--- config.mk ---
export PLATFORM = sky130hd
export DESIGN_NAME = repeated_beep_sequencer_unit
export DESIGN_NICKNAME = d
export VERILOG_FILES = /design/src/rtl/core/rbs_pkg.sv /design/src/rtl/core/repeated_beep_sequencer_unit.sv
export SDC_FILE = /design/constraint.sdc
export NUM_CORES = 2
export LEC_CHECK = 0
export BUFFER_PORTS_ARGS = -buffer_cell sky130_fd_sc_hd__buf_2
export CAP_MARGIN = 20
export CORE_AREA = 2 2 452 275
export DETAILED_ROUTE_END_ITERATION = 7
export DIE_AREA = 0 0 454 277
export PLACE_DENSITY_LB_ADDON = 0.25
export SETUP_SLACK_MARGIN = 0.2
export SLEW_MARGIN = 0
export SYNTH_ARGS = -nofsm -noshare
export SYNTH_HDL_FRONTEND = slang
export SYNTH_SLANG_ARGS = --single-unit
--- constraint.sdc ---
create_clock -name clk -period 10.9 [get_ports clk]
set_input_delay 2.18 -clock clk [delete_from_list [all_inputs] [get_ports clk]]
set_output_delay 2.18 -clock clk [all_outputs]
set_load 0.03 [all_outputs]
--- src/rtl/core/rbs_pkg.sv ---
// ---------------------------------------------------------------------------
// Repeated beep sequencer package
// Transaction types, opcodes, phase codes and fixed constants.
// ---------------------------------------------------------------------------
`timescale 1ns / 1ps

package rbs_pkg;

    localparam logic [1:0] OP_START     = 2'd0;
    localparam logic [1:0] OP_MS_TICK   = 2'd1;
    localparam logic [1:0] OP_TONE_TICK = 2'd2;

    localparam logic [14:0] FREQ_MIN_HZ = 15'd100;
    localparam logic [14:0] FREQ_MAX_HZ = 15'd20000;

    // ceil(2^38 / 1000): x / 1000 == (x * RECIP_1000) >> 38 for x < 2^32
    localparam logic [28:0] RECIP_1000  = 29'd274877907;
    localparam int          RECIP_SHIFT = 38;

    typedef enum logic [1:0] {
        PH_IDLE  = 2'd0,
        PH_SOUND = 2'd1,
        PH_PAUSE = 2'd2
    } phase_t;

    typedef struct packed {
        logic [1:0]  opcode;
        logic [15:0] req_freq;
        logic [15:0] req_len;
        logic [15:0] pause_ms;
        logic [7:0]  repeat_count;
    } cmd_t;

    typedef struct packed {
        logic        tone_on;
        logic [14:0] tone_frequency;
        logic [1:0]  phase;
        logic        start_accepted;
        logic        start_pending;
    } status_t;

endpackage

--- src/rtl/core/repeated_beep_sequencer_unit.sv ---
// ---------------------------------------------------------------------------
// Repeated beep sequencer
// Start / 1 ms tick / tone tick events drive an idle-sound-pause sequencer.
// ---------------------------------------------------------------------------
//  channel   direction  handshake                   payload
//  cmd       in         cmd_valid / cmd_stall       rbs_pkg::cmd_t
//  status    out        status_valid / status_stall rbs_pkg::status_t
//
//  One transaction per clock while status_stall is low; each passes the input
//  register, then the result register.
//  Clamped length * frequency is formed ahead of the input register; the
//  divide by 1000 and the state update sit before the result register.
//  Reset clears the sequencer to idle with one repeat left.
//  A stalled result holds; cmd_stall rises only when both registers are full.
// ---------------------------------------------------------------------------
`timescale 1ns / 1ps

module repeated_beep_sequencer_unit (
    input  logic             clk,
    input  logic             rst_n,
    input  logic             cmd_valid,
    output logic             cmd_stall,
    input  rbs_pkg::cmd_t    cmd,
    output logic             status_valid,
    input  logic             status_stall,
    output rbs_pkg::status_t status
);
    import rbs_pkg::*;

    logic        in_accept;
    logic        adv;
    logic [14:0] freq_clamp;
    logic [15:0] len_eff;
    logic [30:0] prod;

    logic        s1_valid_reg;
    cmd_t        s1_cmd_reg;
    logic [14:0] s1_freq_reg;
    logic [30:0] s1_prod_reg;

    logic [59:0] quot_full;
    logic [21:0] quot;
    logic [15:0] ticks;
    logic [15:0] pause_eff;

    phase_t      phase_reg, phase_next;
    logic        pending_reg, pending_next;
    logic        running_reg, running_next;
    logic [14:0] freq_reg, freq_next;
    logic [15:0] ticks_per_beep_reg, ticks_per_beep_next;
    logic [15:0] tone_left_reg, tone_left_next;
    logic [15:0] pause_length_reg, pause_length_next;
    logic [15:0] pause_left_reg, pause_left_next;
    logic [7:0]  repeats_left_reg, repeats_left_next;
    logic [7:0]  rep_dec;
    logic [15:0] pause_dec;
    logic [15:0] tone_dec;
    logic        accepted;

    logic        status_valid_reg;
    status_t     status_reg, status_next;

    assign adv       = s1_valid_reg && (!status_valid_reg || !status_stall);
    assign cmd_stall = s1_valid_reg && !adv;
    assign in_accept = cmd_valid && !cmd_stall;

    assign freq_clamp = (cmd.req_freq < 16'(FREQ_MIN_HZ)) ? FREQ_MIN_HZ :
                        (cmd.req_freq > 16'(FREQ_MAX_HZ)) ? FREQ_MAX_HZ :
                        cmd.req_freq[14:0];
    assign len_eff    = (cmd.req_len == 16'd0) ? 16'd1 : cmd.req_len;
    assign prod       = 31'(len_eff) * 31'(freq_clamp);

    always_ff @(posedge clk or negedge rst_n)
    begin
        if (!rst_n)
        begin
            s1_valid_reg <= 1'b0;
        end
        else if (in_accept)
        begin
            s1_valid_reg <= 1'b1;
        end
        else if (adv)
        begin
            s1_valid_reg <= 1'b0;
        end
    end

    always_ff @(posedge clk)
    begin
        if (in_accept)
        begin
            s1_cmd_reg  <= cmd;
            s1_freq_reg <= freq_clamp;
            s1_prod_reg <= prod;
        end
    end

    assign quot_full = 60'(s1_prod_reg) * 60'(RECIP_1000);
    assign quot      = quot_full[59:RECIP_SHIFT];
    assign ticks     = (quot == 22'd0)      ? 16'd1 :
                       (quot > 22'd65535)   ? 16'hFFFF :
                       quot[15:0];
    assign pause_eff = (s1_cmd_reg.pause_ms == 16'd0) ? 16'd1 : s1_cmd_reg.pause_ms;

    assign rep_dec   = repeats_left_reg - 8'(repeats_left_reg != 8'd0);
    assign pause_dec = pause_left_reg - 16'(pause_left_reg != 16'd0);
    assign tone_dec  = tone_left_reg - 16'(tone_left_reg != 16'd0);

    always_comb
    begin
        phase_next          = phase_reg;
        pending_next        = pending_reg;
        running_next        = running_reg;
        freq_next           = freq_reg;
        ticks_per_beep_next = ticks_per_beep_reg;
        tone_left_next      = tone_left_reg;
        pause_length_next   = pause_length_reg;
        pause_left_next     = pause_left_reg;
        repeats_left_next   = repeats_left_reg;
        accepted            = 1'b0;
        if (adv)
        begin
            case (s1_cmd_reg.opcode)
                OP_START:
                begin
                    if (phase_reg == PH_IDLE)
                    begin
                        freq_next           = s1_freq_reg;
                        pause_length_next   = pause_eff;
                        pause_left_next     = pause_eff;
                        ticks_per_beep_next = ticks;
                        tone_left_next      = ticks;
                        if (s1_cmd_reg.repeat_count != 8'd0)
                        begin
                            repeats_left_next = s1_cmd_reg.repeat_count;
                            pending_next      = 1'b1;
                            running_next      = 1'b1;
                            accepted          = 1'b1;
                        end
                    end
                end
                OP_MS_TICK:
                begin
                    case (phase_reg)
                        PH_IDLE:
                        begin
                            if (pending_reg)
                            begin
                                phase_next   = PH_SOUND;
                                pending_next = 1'b0;
                            end
                        end
                        PH_SOUND:
                        begin
                            if (tone_left_reg == 16'd0)
                            begin
                                repeats_left_next = rep_dec;
                                phase_next = (rep_dec == 8'd0) ? PH_IDLE : PH_PAUSE;
                            end
                        end
                        PH_PAUSE:
                        begin
                            pause_left_next = pause_dec;
                            if (pause_dec == 16'd0)
                            begin
                                tone_left_next  = ticks_per_beep_reg;
                                pause_left_next = pause_length_reg;
                                running_next    = 1'b1;
                                phase_next      = PH_SOUND;
                            end
                        end
                        default:
                        begin
                            phase_next = PH_IDLE;
                        end
                    endcase
                end
                OP_TONE_TICK:
                begin
                    if (running_reg)
                    begin
                        tone_left_next = tone_dec;
                        if (tone_dec == 16'd0)
                        begin
                            running_next = 1'b0;
                        end
                    end
                end
                default:
                begin
                end
            endcase
        end

        status_next.tone_on        = running_next;
        status_next.tone_frequency = freq_next;
        status_next.phase          = phase_next;
        status_next.start_accepted = accepted;
        status_next.start_pending  = pending_next;
    end

    always_ff @(posedge clk or negedge rst_n)
    begin
        if (!rst_n)
        begin
            phase_reg          <= PH_IDLE;
            pending_reg        <= 1'b0;
            running_reg        <= 1'b0;
            freq_reg           <= '0;
            ticks_per_beep_reg <= '0;
            tone_left_reg      <= '0;
            pause_length_reg   <= '0;
            pause_left_reg     <= '0;
            repeats_left_reg   <= 8'd1;
            status_valid_reg   <= 1'b0;
        end
        else
        begin
            phase_reg          <= phase_next;
            pending_reg        <= pending_next;
            running_reg        <= running_next;
            freq_reg           <= freq_next;
            ticks_per_beep_reg <= ticks_per_beep_next;
            tone_left_reg      <= tone_left_next;
            pause_length_reg   <= pause_length_next;
            pause_left_reg     <= pause_left_next;
            repeats_left_reg   <= repeats_left_next;
            if (adv)
            begin
                status_valid_reg <= 1'b1;
            end
            else if (!status_stall)
            begin
                status_valid_reg <= 1'b0;
            end
        end
    end

    always_ff @(posedge clk)
    begin
        if (adv)
        begin
            status_reg <= status_next;
        end
    end

    assign status_valid = status_valid_reg;
    assign status       = status_reg;

endmodule

==> metrics.md <==
| Metric | Value |
|---|---|
| TritonCTS clock tree | `done` |
| Critical path class | `register to register` |
| Upper clock frequency limit | `102 MHz` |
| Hold Vio Cnt, Final | `0` |
| Die span in x | `454 um` |
| Net count after synthesis | `4,164` |
| Count of port buffers added during placement | `83` |
| Normalized max-slew margin | `0.306` |
| Clk_lat worst skew | `0.48 ns` |
| Maximum fanout along the worst path | `16` |
| Total congestion overflow | `0` |
| Async set-reset flop share out of synthesis | `0.503` |
| Global-route wire length before repair | `135 mm` |
| Vias after detailed routing | `21,300` |
| Max FFs per register | `31` |
| Number of storage elements in the synthesis netlist | `185` |
| Storage cell area | `5090 sq um` |
| Data arrival time of the critical path | `10.14 ns` |
| Global Route Usage Sum | `0.141` |
| DRC violation count after routing | `0` |
| Dominant cell type by area after synthesis | `sky130_fd_sc_hd__fa_1` |
| H-tree lvl count | `4` |
| Max-cap check violation count | `0` |
| Library cells used by synthesis | `76` |
| Total wire length after detailed routing | `87.0 mm` |
| Critical path buffer and inverter count | `5` |
| Clock slew seen by the registers of the worst setup and hold paths | `0.08 ns` |
| Net count reported at finish | `4,210` |
| Average size of a mapped cell | `9.58 sq um` |
| Type of destination of the critical path | `register` |
| Post-detail-place hpwl | `72.7 mm` |
| WP depth | `25` |
| Setup bufs post-CTS | `0` |
| Most frequent cell after synthesis | `sky130_fd_sc_hd__inv_1` |
| I/O pin cnt | `84` |
| Vias/cell | `4.39` |
| Area of the core region | `122,000 sq um` |
| Quantity of gates resized following cts | `0` |
| RSZ-0062 raised after global routing | `no` |
| Final slew viol count | `0` |
| Worst reg2reg startpoint | `s1_prod_reg[21]$_DFFE_PP_` |
| Total number of clock tree sinks | `185` |
| Number of setup violations in the final report | `0` |
| DRC violation total after the first TritonRoute iteration | `1,428` |
| Kind of launch point of the worst setup path | `register` |
| CP most frequent cell | `sky130_fd_sc_hd__fa_1` |
| DR WL/cell | `18.0 um` |
| HP Class | `register to register` |
| Crit path from | `s1_prod_reg[21]$_DFFE_PP_` |
| Die outline area | `126,000 sq um` |
| Number of global-route vias before repair | `21,700` |
| Area growth syn-to-layout | `9.82%` |
| Maximum number of pins on one net before global-route repair | `73` |
| Area share of the largest cell type after synthesis | `0.310` |
| Standard cell with the maximum stage delay on the critical path | `sky130_fd_sc_hd__nor2_2` |
| Placer congestion estimate | `0.862` |
| Post-Layout Cell Count | `4,841` |
| Length of the first detailed-routing pass in iterations | `5` |
| Die Y | `277 um` |
| Max Root-Sink Buffers | `2` |
| Clock buffer count from CTS | `17` |
| Fin crit share | `0.901` |
| Row count | `100` |
| Cells taking the most area after synthesis | `sky130_fd_sc_hd__fa_1 (31%), sky130_fd_sc_hd__ha_1 (20%), sky130_fd_sc_hd__edfxtp_1 (9.2%)` |
| Run status | `finished clean` |
| Starting utilization of the core area | `0.247` |
| Depth of the worst register-to-register path | `25` |
| Transition time of the tightest slew-check pin | `1.04 ns` |
| Data required time at the worst endpoint | `11.21 ns` |
| Number of antenna violations at the first check in global routing | `0` |
| Layout fillers | `13,000` |
| Count of flip-flops with a built-in enable after synthesis | `92` |
| Number of warning messages in the yosys log | `0` |
| Top FF cell, synth | `sky130_fd_sc_hd__edfxtp_1` |
| Share of final-layout standard cells stronger than drive strength 1 | `0.0533` |
| Synth Cell Area | `30,200 sq um` |
| Crit path capture | `ticks_per_beep_reg[6]$_DFFE_PN0P_` |
| Cell count after synthesis | `3,150` |
| Count of nets left with antenna violations after detail routing | `0` |
| Minimum clock period | `9.82 ns` |
| Endpoint of the worst-slack reg-to-reg timing path | `ticks_per_beep_reg[6]$_DFFE_PN0P_` |
| Placed insts | `4,808` |
| Hold-fix buffers, CTS | `0` |
| Commonest cells in the netlist | `sky130_fd_sc_hd__inv_1 (712), sky130_fd_sc_hd__ha_1 (485), sky130_fd_sc_hd__fa_1 (467)` |
| Worst reg-to-reg setup slack | `1.08 ns` |
| CP top delay family | `adder cells` |
| Skew final | `0.0213 ns` |
| Sequential-to-total area share from yosys stat | `0.169` |
| Final TNS setup | `0 ns` |
| Crit-path max cell delay | `0.86 ns` |
| Number of diodes | `0` |
| Area of combinational cells with multiple inputs | `22,100 sq um` |
| Root buffer cell | `sky130_fd_sc_hd__clkbuf_16` |
-- worst min-delay path by stage --
stage                                     from                         endpoint  slack, ns  depth (start not counted)
4_1_cts              s1_freq_reg[12]$_DFFE_PP_           freq_reg[12]$_DFF_PN0_       0.47                          2
2_1_floorplan         s1_freq_reg[0]$_DFFE_PP_            freq_reg[0]$_DFF_PN0_       0.43                          2
5_1_grt        pause_length_reg[5]$_DFFE_PN0P_  pause_length_reg[5]$_DFFE_PN0P_       0.49                          2
3_3_place_gp         s1_freq_reg[12]$_DFFE_PP_           freq_reg[12]$_DFF_PN0_       0.46                          2
6_report             s1_freq_reg[12]$_DFFE_PP_           freq_reg[12]$_DFF_PN0_       0.47                          2
3_5_place_dp         s1_freq_reg[13]$_DFFE_PP_           freq_reg[13]$_DFF_PN0_       0.46                          2
-- metal layers --
metal,GRT usage,up-vias,part of all wire
li1,-,10200,-
met1,0.248,10500,0.58
met2,0.163,538,0.33
met3,0.0380,31,0.077
met4,0.0154,2,0.0053
met5,0.00534,-,0.0011
-- worst reg2reg max path: cells and delay by family, from the launching register on --
family,cells,cell delay [ns]
AO/OA/AOI/OAI,6,2.00
adder cells (fa/ha/maj),9,4.14
buffers and inverters,5,0.51
flip-flops,1,0.83
multiplexers,1,0.33
AND/OR/NAND/NOR,4,1.84
-- metrics by stage --
step / utilization / hold WS, ns / instance area, sq um / setup WS [ns]
floorplan: - / 0.430 / 30200 / 1.36
global placement: 0.266 / 0.458 / 32500 / 0.742
detailed placement: 0.266 / 0.456 / 32500 / 0.629
CTS: 0.271 / 0.473 / 33100 / 1.16
global route: 0.271 / 0.493 / 33200 / 0.640
finish: 0.271 / 0.465 / 33200 / 1.08
-- cells in the final DEF, fill, tap and decap left out, types with 9 or more instances in the layout --
cell / synthesis / routed
sky130_fd_sc_hd__nor2_1: 127 / 127
sky130_fd_sc_hd__nor4_1: 23 / 23
sky130_fd_sc_hd__fa_1: 467 / 467
sky130_fd_sc_hd__buf_2: 6 / 82
sky130_fd_sc_hd__edfxtp_1: 92 / 92
sky130_fd_sc_hd__nand4_1: 16 / 16
sky130_fd_sc_hd__dfrtp_1: 92 / 92
sky130_fd_sc_hd__nand2b_1: 15 / 15
sky130_fd_sc_hd__inv_1: 712 / 712
sky130_fd_sc_hd__buf_4: 1 / 28
sky130_fd_sc_hd__o22ai_1: 14 / 14
sky130_fd_sc_hd__a21o_1: 30 / 30
sky130_fd_sc_hd__and3_1: 51 / 50
sky130_fd_sc_hd__nor3_1: 39 / 39
sky130_fd_sc_hd__nand2_1: 349 / 349
sky130_fd_sc_hd__o31ai_1: 18 / 18
sky130_fd_sc_hd__nand3_1: 35 / 35
sky130_fd_sc_hd__and2_1: 74 / 73
sky130_fd_sc_hd__clkbuf_16: 0 / 17
sky130_fd_sc_hd__a211oi_1: 13 / 13
sky130_fd_sc_hd__a221oi_1: 13 / 13
sky130_fd_sc_hd__xnor2_1: 48 / 48
sky130_fd_sc_hd__o21bai_1: 9 / 9
sky130_fd_sc_hd__a31oi_1: 22 / 22
sky130_fd_sc_hd__xor2_1: 22 / 22
sky130_fd_sc_hd__a21oi_1: 108 / 108
sky130_fd_sc_hd__o21ai_0: 75 / 75
sky130_fd_sc_hd__ha_1: 485 / 485
sky130_fd_sc_hd__or3_1: 10 / 10
-- final cells by class --
| type | count | share of cell area |
|---|---|---|
| Timing Repair Buffer | 111 | 0.0195 |
| Clock inverter | 15 | 0.00513 |
| Multi-Input combinational cell | 2168 | 0.667 |
| Tap cell | 1632 | 0.0616 |
| Clock buffer | 17 | 0.0128 |
| Sequential cell | 185 | 0.154 |
| Inverter | 713 | 0.0807 |
-- cells by family (layout without fill, tap and decap cells) --
group                    after synthesis  count (layout)  synth area share
adder cells (fa/ha/maj)              952             952             0.511
buffers and inverters                797             856            0.0995
AND/OR/NAND/NOR                      783             783             0.123
AO/OA/AOI/OAI                        357             357            0.0757
flip-flops                           185             185             0.169
XOR/XNOR                              71              71            0.0208
multiplexers                           5               5           0.00166
Power is left out: the tool's default activity adds up to more than one toggle a clock period on the data nets, which glitch-free logic cannot reach.
